--- config.mk ---
export PLATFORM = sky130hd
export DESIGN_NAME = multi_shape_lfo
export DESIGN_NICKNAME = d
export VERILOG_FILES = /design/src/rtl/msl_pkg.sv /design/src/rtl/msl_front.sv /design/src/rtl/msl_queue.sv /design/src/rtl/msl_back.sv /design/src/rtl/multi_shape_lfo.sv
export VERILOG_INCLUDE_DIRS = /design/src /design/src/rtl
export SDC_FILE = /design/constraint.sdc
export NUM_CORES = 2
export LEC_CHECK = 0
export BUFFER_PORTS_ARGS = -buffer_cell sky130_fd_sc_hd__buf_2
export CORE_AREA = 8 8 337 241
export CTS_CLUSTER_SIZE = 28
export DETAILED_ROUTE_END_ITERATION = 8
export DIE_AREA = 0 0 345 249
export PLACE_DENSITY = 0.8
export SYNTH_ARGS = -nofsm -noshare
export SYNTH_HDL_FRONTEND = slang
export SYNTH_SLANG_ARGS = --single-unit
--- constraint.sdc ---
create_clock -name clock -period 26.5 [get_ports clock]
set_input_delay 5.3 -clock clock [delete_from_list [all_inputs] [get_ports clock]]
set_output_delay 5.3 -clock clock [all_outputs]
set_load 0.005 [all_outputs]
--- src/rtl/multi_shape_lfo_assert.svh ---
// Assertion macros used by the oscillator top level.
`ifndef MULTI_SHAPE_LFO_ASSERT_SVH
`define MULTI_SHAPE_LFO_ASSERT_SVH

// Same-cycle implication, checked at every rising edge outside reset.
`define MSL_ASSERT_NOW(label, clk, rst, ante, cons) \
   label: assert property (@(posedge clk) disable iff (rst) (ante) |-> (cons)) \
      else $error("multi_shape_lfo: same-cycle check failed");

// Next-cycle implication, checked at every rising edge outside reset.
`define MSL_ASSERT_NEXT(label, clk, rst, ante, cons) \
   label: assert property (@(posedge clk) disable iff (rst) (ante) |=> (cons)) \
      else $error("multi_shape_lfo: next-cycle check failed");

`endif

--- src/rtl/msl_pkg.sv ---
// Types, constants and the sine quarter table of the oscillator.
`timescale 1ns / 1ps
`default_nettype none

package msl_pkg;

   localparam int SINE_TABLE_DEPTH = 1024;
   localparam int SINE_ADDR_BITS   = $clog2(SINE_TABLE_DEPTH);
   localparam int SINE_QTR_DEPTH   = SINE_TABLE_DEPTH / 4;
   localparam int SINE_QTR_BITS    = SINE_ADDR_BITS - 2;
   localparam int SINE_VAL_BITS    = 15;

   localparam int PHASE_BITS = 32;
   localparam int STEP_BITS  = 31;
   localparam int SUM_BITS   = ((PHASE_BITS > STEP_BITS) ? PHASE_BITS : STEP_BITS) + 1;
   localparam int F_BITS     = 32;
   localparam int Q15_BITS   = 16;
   localparam int DIFF_BITS  = Q15_BITS + 1;
   localparam int PROD_BITS  = DIFF_BITS + F_BITS + 1;
   localparam int SHAPE_BITS = 3;

   localparam int CSR_INDEX_BITS = 1;
   localparam int CSR_DATA_BITS  = STEP_BITS;

   localparam int QUEUE_DEPTH     = 2;
   localparam int QUEUE_PTR_BITS  = $clog2(QUEUE_DEPTH);
   localparam int QUEUE_CNT_BITS  = $clog2(QUEUE_DEPTH + 1);

   localparam logic signed [Q15_BITS-1:0] Q15_MAX = 16'sh7FFF;
   localparam logic signed [Q15_BITS-1:0] Q15_MIN = 16'sh8000;

   localparam logic [STEP_BITS-1:0] STEP_RESET = 31'd1;

   typedef enum logic [SHAPE_BITS-1:0] {
      WAVE_SINE   = 3'd0,
      WAVE_TRI    = 3'd1,
      WAVE_SAW    = 3'd2,
      WAVE_SQUARE = 3'd3,
      WAVE_HOLD   = 3'd4,
      WAVE_SMOOTH = 3'd5
   } wave_type;

   typedef enum logic [CSR_INDEX_BITS-1:0] {
      CSR_PHASE_STEP = 1'b0,
      CSR_WAVE_SHAPE = 1'b1
   } csr_type;

   // One tick as handed from the phase front to the shaping back end.
   typedef struct packed {
      logic [F_BITS-1:0]          phase_f;
      logic                       wrap;
      wave_type                   shape;
      logic signed [Q15_BITS-1:0] held;
      logic signed [Q15_BITS-1:0] start;
   } msl_item_type;

   typedef struct packed {
      logic full;
      logic empty;
   } msl_qstat_type;

   // Taylor series of the sine, built at elaboration in integer arithmetic.
   localparam int TAYLOR_TERMS = 12;
   localparam logic [63:0] TWO_PI_Q30 = 64'd6746518852;
   localparam logic [63:0] TAYLOR_DIV [TAYLOR_TERMS] = '{
      64'd6, 64'd20, 64'd42, 64'd72, 64'd110, 64'd156,
      64'd210, 64'd272, 64'd342, 64'd420, 64'd506, 64'd600
   };

   function automatic logic [SINE_VAL_BITS-1:0] sine_q15(input int unsigned k);
      logic [63:0]        u;
      logic [63:0]        x;
      logic [63:0]        term;
      logic signed [63:0] sum;
      logic [63:0]        q;
      u    = 64'(k) << (32 - SINE_ADDR_BITS);
      x    = (u * TWO_PI_Q30) >> 32;
      term = x;
      sum  = $signed(x);
      for (int n = 1; n <= TAYLOR_TERMS; n++) begin
         term = (((term * x) >> 30) * x) >> 30;
         term = term / TAYLOR_DIV[n-1];
         if (n[0]) begin
            sum = sum - $signed(term);
         end else begin
            sum = sum + $signed(term);
         end
      end
      if (sum < 0) begin
         sum = 64'sd0;
      end
      q = (64'(sum) + 64'd16384) >> 15;
      if (q > 64'd32767) begin
         q = 64'd32767;
      end
      return q[SINE_VAL_BITS-1:0];
   endfunction

   function automatic logic [SINE_QTR_DEPTH*SINE_VAL_BITS-1:0] build_sine_qtr();
      logic [SINE_QTR_DEPTH*SINE_VAL_BITS-1:0] tab;
      tab = '0;
      for (int k = 0; k < SINE_QTR_DEPTH; k++) begin
         tab[k*SINE_VAL_BITS +: SINE_VAL_BITS] = sine_q15(k);
      end
      return tab;
   endfunction

   localparam logic [SINE_QTR_DEPTH*SINE_VAL_BITS-1:0] SINE_QTR_TABLE = build_sine_qtr();

   function automatic logic [SINE_VAL_BITS-1:0] sine_qtr(input logic [SINE_QTR_BITS-1:0] j);
      return SINE_QTR_TABLE[int'(j)*SINE_VAL_BITS +: SINE_VAL_BITS];
   endfunction

endpackage

`default_nettype wire

--- src/rtl/msl_front.sv ---
// Phase front: registers, phase accumulator and noise state per accepted tick.
`timescale 1ns / 1ps
`default_nettype none

module msl_front import msl_pkg::*; (
   input  wire logic                        clock,
   input  wire logic                        reset,
   input  wire logic                        accept,
   input  wire logic signed [Q15_BITS-1:0]  random_sample,
   input  wire logic                        csr_write_en,
   input  wire logic [CSR_INDEX_BITS-1:0]   csr_index,
   input  wire logic [CSR_DATA_BITS-1:0]    csr_wdata,
   output msl_item_type                     item
);

   logic [STEP_BITS-1:0]        step_ff, step_in;
   wave_type                    shape_ff, shape_in;
   logic [PHASE_BITS-1:0]       phase_ff, phase_in;
   logic signed [Q15_BITS-1:0]  held_ff, held_in;
   logic signed [Q15_BITS-1:0]  start_ff, start_in;

   logic [SUM_BITS-1:0]         sum;
   logic                        wrap;
   logic [PHASE_BITS-1:0]       phase_new;
   logic [PHASE_BITS+F_BITS-1:0] phase_ext;

   // Configuration decode.
   always_comb begin
      step_in  = step_ff;
      shape_in = shape_ff;
      if (csr_write_en) begin
         unique case (csr_type'(csr_index))
            CSR_PHASE_STEP: step_in  = csr_wdata[STEP_BITS-1:0];
            CSR_WAVE_SHAPE: shape_in = wave_type'(csr_wdata[SHAPE_BITS-1:0]);
         endcase
      end
   end

   // Phase recurrence: carry out of the accumulator marks a wrap.
   always_comb begin
      sum       = SUM_BITS'(phase_ff) + SUM_BITS'(step_ff);
      wrap      = |sum[SUM_BITS-1:PHASE_BITS];
      phase_new = sum[PHASE_BITS-1:0];
      phase_ext = {phase_new, {F_BITS{1'b0}}};
      phase_in  = accept ? phase_new : phase_ff;
   end

   // Noise state moves only on a wrap, and only for the noise shapes.
   always_comb begin
      held_in  = held_ff;
      start_in = start_ff;
      if (accept && wrap) begin
         case (shape_ff)
            WAVE_HOLD: held_in = random_sample;
            WAVE_SMOOTH: begin
               start_in = held_ff;
               held_in  = random_sample;
            end
            default: ;
         endcase
      end
   end

   always_comb begin
      item.phase_f = phase_ext[PHASE_BITS+F_BITS-1 -: F_BITS];
      item.wrap    = wrap;
      item.shape   = shape_ff;
      item.held    = held_in;
      item.start   = start_in;
   end

   always_ff @(posedge clock) begin
      if (reset) begin
         step_ff  <= STEP_RESET;
         shape_ff <= WAVE_SINE;
         phase_ff <= '0;
         held_ff  <= '0;
         start_ff <= '0;
      end else begin
         step_ff  <= step_in;
         shape_ff <= shape_in;
         phase_ff <= phase_in;
         held_ff  <= held_in;
         start_ff <= start_in;
      end
   end

endmodule

`default_nettype wire

--- src/rtl/msl_queue.sv ---
// Short queue of classified ticks between the phase front and the back end.
`timescale 1ns / 1ps
`default_nettype none

module msl_queue import msl_pkg::*; (
   input  wire logic   clock,
   input  wire logic   reset,
   input  wire logic   push,
   input  wire msl_item_type push_item,
   input  wire logic   pop,
   output msl_item_type pop_item,
   output msl_qstat_type status
);

   msl_item_type                entry_ff [QUEUE_DEPTH];
   logic [QUEUE_PTR_BITS-1:0]   wr_ptr_ff, wr_ptr_in;
   logic [QUEUE_PTR_BITS-1:0]   rd_ptr_ff, rd_ptr_in;
   logic [QUEUE_CNT_BITS-1:0]   count_ff, count_in;

   always_comb begin
      wr_ptr_in = push ? wr_ptr_ff + QUEUE_PTR_BITS'(1) : wr_ptr_ff;
      rd_ptr_in = pop  ? rd_ptr_ff + QUEUE_PTR_BITS'(1) : rd_ptr_ff;
      count_in  = count_ff;
      if (push && !pop) begin
         count_in = count_ff + QUEUE_CNT_BITS'(1);
      end else if (pop && !push) begin
         count_in = count_ff - QUEUE_CNT_BITS'(1);
      end
   end

   assign pop_item     = entry_ff[rd_ptr_ff];
   assign status.full  = (count_ff == QUEUE_CNT_BITS'(QUEUE_DEPTH));
   assign status.empty = (count_ff == '0);

   always_ff @(posedge clock) begin
      if (reset) begin
         wr_ptr_ff <= '0;
         rd_ptr_ff <= '0;
         count_ff  <= '0;
      end else begin
         wr_ptr_ff <= wr_ptr_in;
         rd_ptr_ff <= rd_ptr_in;
         count_ff  <= count_in;
      end
   end

   always_ff @(posedge clock) begin
      if (push) begin
         entry_ff[wr_ptr_ff] <= push_item;
      end
   end

endmodule

`default_nettype wire

--- src/rtl/msl_back.sv ---
// Shaping back end: wave generation, noise interpolation and result register.
`timescale 1ns / 1ps
`default_nettype none

module msl_back import msl_pkg::*; (
   input  wire logic                        clock,
   input  wire logic                        reset,
   input  wire msl_item_type                item,
   input  wire logic                        q_empty,
   output logic                             pop,
   output logic                             rsp_valid,
   input  wire logic                        rsp_stall,
   output logic signed [Q15_BITS-1:0]       rsp_lfo_value,
   output logic                             rsp_cycle_wrapped
);

   logic                        s1_valid_ff, s1_valid_in;
   logic signed [Q15_BITS-1:0]  s1_value_ff, s1_value_in;
   logic signed [PROD_BITS-1:0] s1_prod_ff, s1_prod_in;
   logic signed [Q15_BITS-1:0]  s1_start_ff;
   logic                        s1_smooth_ff, s1_smooth_in;
   logic                        s1_wrap_ff;

   logic                        out_valid_ff, out_valid_in;
   logic signed [Q15_BITS-1:0]  out_lfo_ff, out_lfo_in;
   logic                        out_wrap_ff;

   logic                        out_free, s1_free;

   logic [SINE_ADDR_BITS-1:0]   sin_idx;
   logic [1:0]                  sin_quad;
   logic [SINE_QTR_BITS-1:0]    sin_j;
   logic [SINE_QTR_BITS-1:0]    sin_j_mirror;
   logic signed [Q15_BITS-1:0]  sin_mag;
   logic signed [Q15_BITS-1:0]  sin_val;
   logic [F_BITS-15-1:0]        tri_top;
   logic signed [Q15_BITS+1:0]  tri_raw;
   logic signed [Q15_BITS-1:0]  tri_val;
   logic signed [DIFF_BITS-1:0] diff;

   // Advance each stage when the one behind it is empty or draining.
   assign out_free    = !out_valid_ff || !rsp_stall;
   assign s1_free     = !s1_valid_ff || out_free;
   assign pop         = !q_empty && s1_free;
   assign s1_valid_in = s1_free ? pop : s1_valid_ff;
   assign out_valid_in = out_free ? s1_valid_ff : out_valid_ff;

   // Sine from a quarter table, folded by quadrant.
   always_comb begin
      sin_idx      = item.phase_f[F_BITS-1 -: SINE_ADDR_BITS];
      sin_quad     = sin_idx[SINE_ADDR_BITS-1 -: 2];
      sin_j        = sin_idx[SINE_QTR_BITS-1:0];
      sin_j_mirror = SINE_QTR_BITS'(0) - sin_j;
      if (!sin_quad[0]) begin
         sin_mag = $signed({1'b0, sine_qtr(sin_j)});
      end else if (sin_j == '0) begin
         sin_mag = Q15_MAX;
      end else begin
         sin_mag = $signed({1'b0, sine_qtr(sin_j_mirror)});
      end
      sin_val = sin_quad[1] ? -sin_mag : sin_mag;
   end

   // Triangle: rise, fall, rise again; the positive peak saturates.
   always_comb begin
      tri_top = item.phase_f[F_BITS-1:15];
      case (item.phase_f[F_BITS-1 -: 2])
         2'b00:   tri_raw = $signed({1'b0, tri_top});
         2'b11:   tri_raw = $signed({1'b0, tri_top}) - 18'sd131072;
         default: tri_raw = 18'sd65536 - $signed({1'b0, tri_top});
      endcase
      tri_val = (tri_raw > 18'sd32767) ? Q15_MAX : tri_raw[Q15_BITS-1:0];
   end

   always_comb begin
      diff       = DIFF_BITS'(item.held) - DIFF_BITS'(item.start);
      s1_prod_in = PROD_BITS'(diff) * PROD_BITS'($signed({1'b0, item.phase_f}));
   end

   always_comb begin
      s1_smooth_in = 1'b0;
      unique case (item.shape)
         WAVE_SINE:   s1_value_in = sin_val;
         WAVE_TRI:    s1_value_in = tri_val;
         WAVE_SAW:    s1_value_in = $signed({~item.phase_f[F_BITS-1],
                                             item.phase_f[F_BITS-2 -: Q15_BITS-1]});
         WAVE_SQUARE: s1_value_in = item.phase_f[F_BITS-1] ? Q15_MIN : Q15_MAX;
         WAVE_HOLD:   s1_value_in = item.held;
         WAVE_SMOOTH: begin
            s1_value_in  = item.start;
            s1_smooth_in = 1'b1;
         end
         default:     s1_value_in = '0;
      endcase
   end

   // Floor of the product over 2^32 is its arithmetic shift.
   assign out_lfo_in = s1_smooth_ff ? s1_start_ff + s1_prod_ff[F_BITS +: Q15_BITS]
                                    : s1_value_ff;

   always_ff @(posedge clock) begin
      if (reset) begin
         s1_valid_ff  <= 1'b0;
         out_valid_ff <= 1'b0;
      end else begin
         s1_valid_ff  <= s1_valid_in;
         out_valid_ff <= out_valid_in;
      end
   end

   always_ff @(posedge clock) begin
      if (pop) begin
         s1_value_ff  <= s1_value_in;
         s1_prod_ff   <= s1_prod_in;
         s1_start_ff  <= item.start;
         s1_smooth_ff <= s1_smooth_in;
         s1_wrap_ff   <= item.wrap;
      end
      if (out_free && s1_valid_ff) begin
         out_lfo_ff  <= out_lfo_in;
         out_wrap_ff <= s1_wrap_ff;
      end
   end

   assign rsp_valid         = out_valid_ff;
   assign rsp_lfo_value     = out_lfo_ff;
   assign rsp_cycle_wrapped = out_wrap_ff;

endmodule

`default_nettype wire

--- src/rtl/multi_shape_lfo.sv ---
// Multi-shape low-frequency oscillator, top level.
// An accepted tick passes the queue, stage one and the output register to rsp.
// Throughput: one tick per clock while req_stall is low.
// A two-beat queue parts the phase front from the shaping pipeline.
// Reset (synchronous, high) clears phase, noise state and all valid flags.
`timescale 1ns / 1ps
`default_nettype none

`include "multi_shape_lfo_assert.svh"

module multi_shape_lfo import msl_pkg::*; (
   input  wire logic                        clock,
   input  wire logic                        reset,
   // tick input channel
   input  wire logic                        req_valid,
   output logic                             req_stall,
   input  wire logic signed [Q15_BITS-1:0]  req_random_sample,
   // result channel
   output logic                             rsp_valid,
   input  wire logic                        rsp_stall,
   output logic signed [Q15_BITS-1:0]       rsp_lfo_value,
   output logic                             rsp_cycle_wrapped,
   // register writes
   input  wire logic                        csr_write_en,
   input  wire logic [CSR_INDEX_BITS-1:0]   csr_index,
   input  wire logic [CSR_DATA_BITS-1:0]    csr_wdata
);

   msl_item_type  front_item;
   msl_item_type  back_item;
   msl_qstat_type q_status;
   logic          accept;
   logic          q_pop;

   // Stall the tick channel only while the queue holds two beats.
   assign req_stall = q_status.full;
   assign accept    = req_valid && !req_stall;

   // Front: advance the phase and update the noise state as each beat lands.
   msl_front u_front (
      .clock         (clock),
      .reset         (reset),
      .accept        (accept),
      .random_sample (req_random_sample),
      .csr_write_en  (csr_write_en),
      .csr_index     (csr_index),
      .csr_wdata     (csr_wdata),
      .item          (front_item)
   );

   // Queue: hold classified beats so either side may stall on its own.
   msl_queue u_queue (
      .clock     (clock),
      .reset     (reset),
      .push      (accept),
      .push_item (front_item),
      .pop       (q_pop),
      .pop_item  (back_item),
      .status    (q_status)
   );

   // Back end: form the wave, interpolate smoothed noise, register the result.
   msl_back u_back (
      .clock             (clock),
      .reset             (reset),
      .item              (back_item),
      .q_empty           (q_status.empty),
      .pop               (q_pop),
      .rsp_valid         (rsp_valid),
      .rsp_stall         (rsp_stall),
      .rsp_lfo_value     (rsp_lfo_value),
      .rsp_cycle_wrapped (rsp_cycle_wrapped)
   );

   // Never drain a beat the queue does not hold.
   `MSL_ASSERT_NOW(a_pop_needs_beat, clock, reset, q_pop, !q_status.empty)
   // A lone push into an empty queue leaves a beat behind.
   `MSL_ASSERT_NEXT(a_push_lands, clock, reset, accept && q_status.empty && !q_pop, !q_status.empty)
   // A lone pop from a full queue releases the tick channel.
   `MSL_ASSERT_NEXT(a_pop_frees, clock, reset, q_status.full && q_pop && !accept, !req_stall)

endmodule

`default_nettype wire

# [After elaboration in Yosys (flattened, before gate mapping)]
# Memories as Yosys holds them, arrays and structs flattened. A register that Yosys moved wholly into a read port is not among the register bits.
# Index checks and enable logic that the tools add are counted.
[op_classes] addsub=11 n_mul=3 magnitude_cmp=1 eq_ne=9 n_shift=2 n_mux=19 bitwise_logic=2 reduce_logical=23
[ops] cell="$shiftx A3840 B32 Y15 const A" count=2
[ops] cell="$mux W16" count=9
[ops] cell="$pmux W16 S6" count=1
[ops] cell="$mul A17 B33 Y48" count=1
[ops] cell="$pmux W18 S2" count=1
[ops] cell="$add A32 B31 Y33" count=1
[ops] cell="$mul A8 B4 Y12 const B" count=2
[ops] cell="$gt A18 B16 Y1 const B" count=1
[ops] cell="$sub A17 B17 Y18 const A" count=1
[ops] cell="$sub A18 B18 Y18 const B" count=1
[ops] cell="$sub A16 B16 Y17" count=1
[ops] cell="$add A16 B16 Y16" count=1
[ops] cell="$neg A16 Y16" count=1
[ops] cell="$mux W15" count=1
[ops] cell="$eq A3 B3 Y1 const B" count=4
[ops] cell="$logic_not A8 Y1" count=1
[ops] cell="$sub A1 B8 Y8 const A" count=1
[ops] cell="$logic_not A1 Y1" count=7
[ops] cell="$eq A3 B2 Y1 const B" count=2
[ops] cell="$logic_and A1 B1 Y1" count=6
[ops] cell="$mux W1" count=5
[ops] cell="$eq A2 B2 Y1 const B" count=2
[ops] cell="$logic_not A2 Y1" count=2
[ops] cell="$mux W2" count=2
[ops] cell="10 further kinds" count=14
[word_totals] register_bits=203 mem_bits_rw=136 in_bits=53 out_inout_bits=19 elab_cells=88 n_memories=1
[memory_table] memory="u_queue.entry_ff" words=2 word_bits=68 read_ports=1 rd_clocked_by_memory_dff=1 write_ports=1 line="msl_queue.sv:15" source="msl_item_type entry_ff [QUEUE_DEPTH];"

# [Longest topological paths before layout]
[logic_depth] word_depth=8 depth_mapped=49 ltp_nobuf=37

# [By module]
# From an unflattened synthesis, not the netlist that was laid out.
[hier_totals] hier_cells=5096 hier_area_um2=43287.8
[by_module_without_submodules] module="msl_back" instances=1 cells_each=4144 area_each_um2=32117.1 seq_area_each_um2=2052.0
[by_module_without_submodules] module="msl_front" instances=1 cells_each=717 area_each_um2=5954.5 seq_area_each_um2=1961.9
[by_module_without_submodules] module="msl_queue" instances=1 cells_each=234 area_each_um2=5202.5 seq_area_each_um2=4184.0
[by_module_without_submodules] module="multi_shape_lfo" instances=1 cells_each=1 area_each_um2=13.8 seq_area_each_um2=0.0

# [Worst setup path before layout]
# OpenSTA, ideal clock, no wires.
[synth_timing] path_kind="register -> register" start="register (tool-made name)" end="register u_back.s1_prod_ff[47] (data pin)" setup_ns=0.258 arrival_time_ns=11.175 required_time_ns=26.242 slack_ns=15.067 path_stages_with_launch=47 n_path_buf=12 cell_sequence="dfxtp_1 buf_4 buf_4 buf_2 buf_2 buf_4 buf_4 buf_2 buf_2 buf_2 buf_1 buf_2 mux2i_1 ha_1 inv_1 fa_1 a21o_1 a21o_1 (+11 left out) fa_1 fa_1 fa_1 inv_1 fa_1 inv_1 ha_1 a21o_1 a21o_1 a21o_1 a2111oi_0 o2bb2ai_1 o311ai_0 a2111o_1 a311oi_1 o21a_1 nor2_1 xnor2_1"
[synth_lines] element="to (signal assigned)" line="msl_back.sv:114" source="s1_prod_ff <= s1_prod_in;"
[synth_lines] element="to (decl)" line="msl_back.sv:19" source="logic signed [PROD_BITS-1:0] s1_prod_ff, s1_prod_in;"

==> metrics.txt <==
status completed; met2 usage 0.459; placed inst area 42,600 sq um; met3 usage 0.194; Placer Congestion between 1 and 1.5; share of layout cells above drive strength 1 0.0885; ys async rst share 0; Register Area a little over 8000 sq um; PortBufs roughly 70; H-Tree Depth 1; Final Util 0.576; multi-input logic area about 30,000 sq um; GR Util met1 0.506; cell area after layout roughly 44,000 sq um; Reg2Reg Setup Slack roughly 15 ns; MaxCap Viol Count 0; Worst path slowest cell a21oi_2; Hold Path Origin u_back.s1_wrap_ff$_DFFE_PP_; Hold Path End u_back.rsp_cycle_wrapped$_DFFE_PP_; clock latency on the worst-skew pair 0.61 ns; via total after detailed routing about 40,000; DP HPWL between 100,000 and 150,000 microns; Syn Area/Cell about 8.5 sq um; WL final ~160,000 microns; final hold violation count 0; top cells by area, synth fa_1 22%, edfxtp_1 15%, ha_1 7.6%, nand2_1 5.8%, inv_1 5.6%; share of the synthesized area in the top cell type 0.219; largest net degree at the start of global routing roughly 120; Die Ht approximately 250 microns; worst reg2reg path endpoint u_back.s1_prod_ff[47]$_DFFE_PP_; row count 85; # nets final approximately 5,500; worst endpoint data arrival time 12.31 ns; vias in the first global route between 30,000 and 40,000; Syn Nets 5,622; grt peak-use layer met1; Placeable Area 75,900 sq um; CTS root buf clkbuf_16; Starting Density 0.544; RSZ-0062 raised after global routing false; drt pass-1 iters 9; Mapped Area around 41,000 sq um; GRT Total Usage 0.356; most frequent cells in the layout 643 x nand2_1, 613 x inv_1, 452 x fa_1; Area Overhead vs Synth 6.02%; fin crit period 11.99 ns; initial antenna violation count 8; Required @ worst endpoint roughly 27 ns; Fmax approximately 83 MHz; Clock transition at path regs 0.07 ns; Final Setup Violations 0; cell count of the worst hold path 0; Crit Path Max Fanout 53; Die W 345 microns; CTS max path bufs 3; min-delay worst type reg -> reg; drt wl/cell 27.7 microns; IO Count 72; Slew Limit Fails 0; die area about 86,000 sq um; Most used DFF post-synth edfxtp_1; CTS tree built; Least-Margin Pin Slew around 1.3 ns; Tcrit/Tclk final 0.452; dominant cell type by area after synthesis fa_1; Post-synth EDFFs about 200; drt initial violations just over 6,000; fillcell total 6,742; cts bufs inserted 28; post-synthesis register bit count roughly 310; hold buffers post-CTS 0; cts repair resizes 0; post-CTS setup buffers 0; antenna-violating nets left 0; Fin Setup TNS 0 ns; most used cell, CP fa_1; DP Worst Slack roughly 15 ns; Yosys warnings 0; sequential fraction of the synthesis area 0.199; synthesized instance count between 4,000 and 5,000; Via-to-Cell Ratio 6.77; reg2reg path depth 35; Critical Setup Path Class reg -> reg; setup ws final 14.51 ns; first-pass GRT wire length about 240,000 microns; grt total ovfl 0; Netlist cell types 88; total clock sinks 308; relative slew slack 0.107; Worst setup EP type flip-flop; CP peak stage delay 1.00 ns; Startpoint Class flip-flop; Setup Skew between 0.04 and 0.05 ns; commonest non-fill, non-tap cell in the layout nand2_1; # DRC 0
## registers in the layout, summed over array words and instances, names as in the netlist, named ones only
signal                    cells
u_back.s1_prod_ff            16
u_front.shape_ff              3
u_back.s1_valid_ff            1
u_queue.wr_ptr_ff             1
u_queue.rd_ptr_ff             1
u_back.s1_start_ff           16
u_front.start_ff             16
u_back.rsp_cycle_wrapped      1
u_back.rsp_valid              1
u_back.rsp_lfo_value         16
u_back.s1_wrap_ff             1
u_queue.entry_ff            136
u_front.held_ff              16
u_front.phase_ff             32
u_back.s1_value_ff           16
u_front.step_ff              31
u_back.s1_smooth_ff           1
u_queue.count_ff              2
## routing by layer
layer / vias to the layer above / part of all wire
met2: 3176 / 0.37
li1: 16455 / -
met1: 18889 / 0.41
met4: 6 / 0.034
met3: 475 / 0.19
met5: - / 0.00020
## layout make-up
class                      count  area share
clock inverter                16     0.00801
clock buffer                  36      0.0176
sequential                   308       0.187
multi-input combinational   3581       0.676
antenna                        3    0.000172
inverter                     625      0.0536
timing repair buffer         191      0.0290
tap                         1000      0.0286
## how the worst max path moves through the flow
stage	startpoint	endpoint	cells after the start
after floorplan	flip-flop	u_back.s1_prod_ff[47]$_DFFE_PP_	46
after global placement	flip-flop	u_back.s1_prod_ff[47]$_DFFE_PP_	35
after detailed placement	flip-flop	u_back.s1_prod_ff[47]$_DFFE_PP_	35
after CTS	flip-flop	u_back.s1_prod_ff[47]$_DFFE_PP_	35
after global routing	flip-flop	u_back.s1_prod_ff[47]$_DFFE_PP_	35
final	flip-flop	u_back.s1_prod_ff[47]$_DFFE_PP_	35
## through the flow
stage,hold WS (ns),std cells
after floorplan,0.400,4867
after global placement,0.418,5705
after detailed placement,0.410,5705
after CTS,0.434,5757
after global routing,0.453,5759
final,0.434,5760
## cell usage after synthesis (all sizes together), types with 18 or more instances
| cell type | instances |
|---|---|
| nor3 | 94 |
| o21ai | 196 |
| a221oi | 42 |
| fa | 452 |
| mux2i | 59 |
| edfxtp | 203 |
| a211oi | 64 |
| nand2 | 643 |
| xnor2 | 84 |
| clkbuf | 244 |
| nor4 | 29 |
| xor2 | 24 |
| nand2b | 29 |
| a21o | 33 |
| a31oi | 52 |
| o22ai | 22 |
| o211ai | 46 |
| mux2 | 102 |
| inv | 618 |
| nor2b | 36 |
| o21a | 19 |
| a211o | 20 |
| and2 | 94 |
| a21oi | 261 |
| o31ai | 53 |
| o311ai | 58 |
| nor3b | 18 |
| ha | 250 |
| nand3 | 92 |
| a311oi | 28 |
| dfxtp | 105 |
| buf | 109 |
| nor2 | 365 |
| nand4 | 31 |
## kinds of logic (layout without fill, tap and decap cells)
| family | count (synthesis) | count (layout) | share of synthesized area |
|---|---|---|---|
| other | 0 | 3 | 0 |
| DFF | 308 | 308 | 0.199 |
| xor gates and xnor gates | 108 | 108 | 0.0231 |
| muxes | 170 | 170 | 0.0474 |
| and+or+nand+nor | 1519 | 1519 | 0.167 |
| AOI/OAI and AO/OA | 1082 | 1082 | 0.178 |
| buffers and inverters | 978 | 868 | 0.0911 |
| adders and majority gates | 702 | 702 | 0.295 |
## critical path: cells and delay by family (launching register included)
family          cells  cell delay (ns)
xor+xnor            1             0.08
buf+inv             5             0.91
simple gates        4             0.60
fa+ha+maj           9             3.61
compound gates     15             5.17
flops               1             0.86
mux                 1             0.44
Power is not shown: default switching activity piles up to over one toggle a cycle in this logic, so the estimate is an artifact.
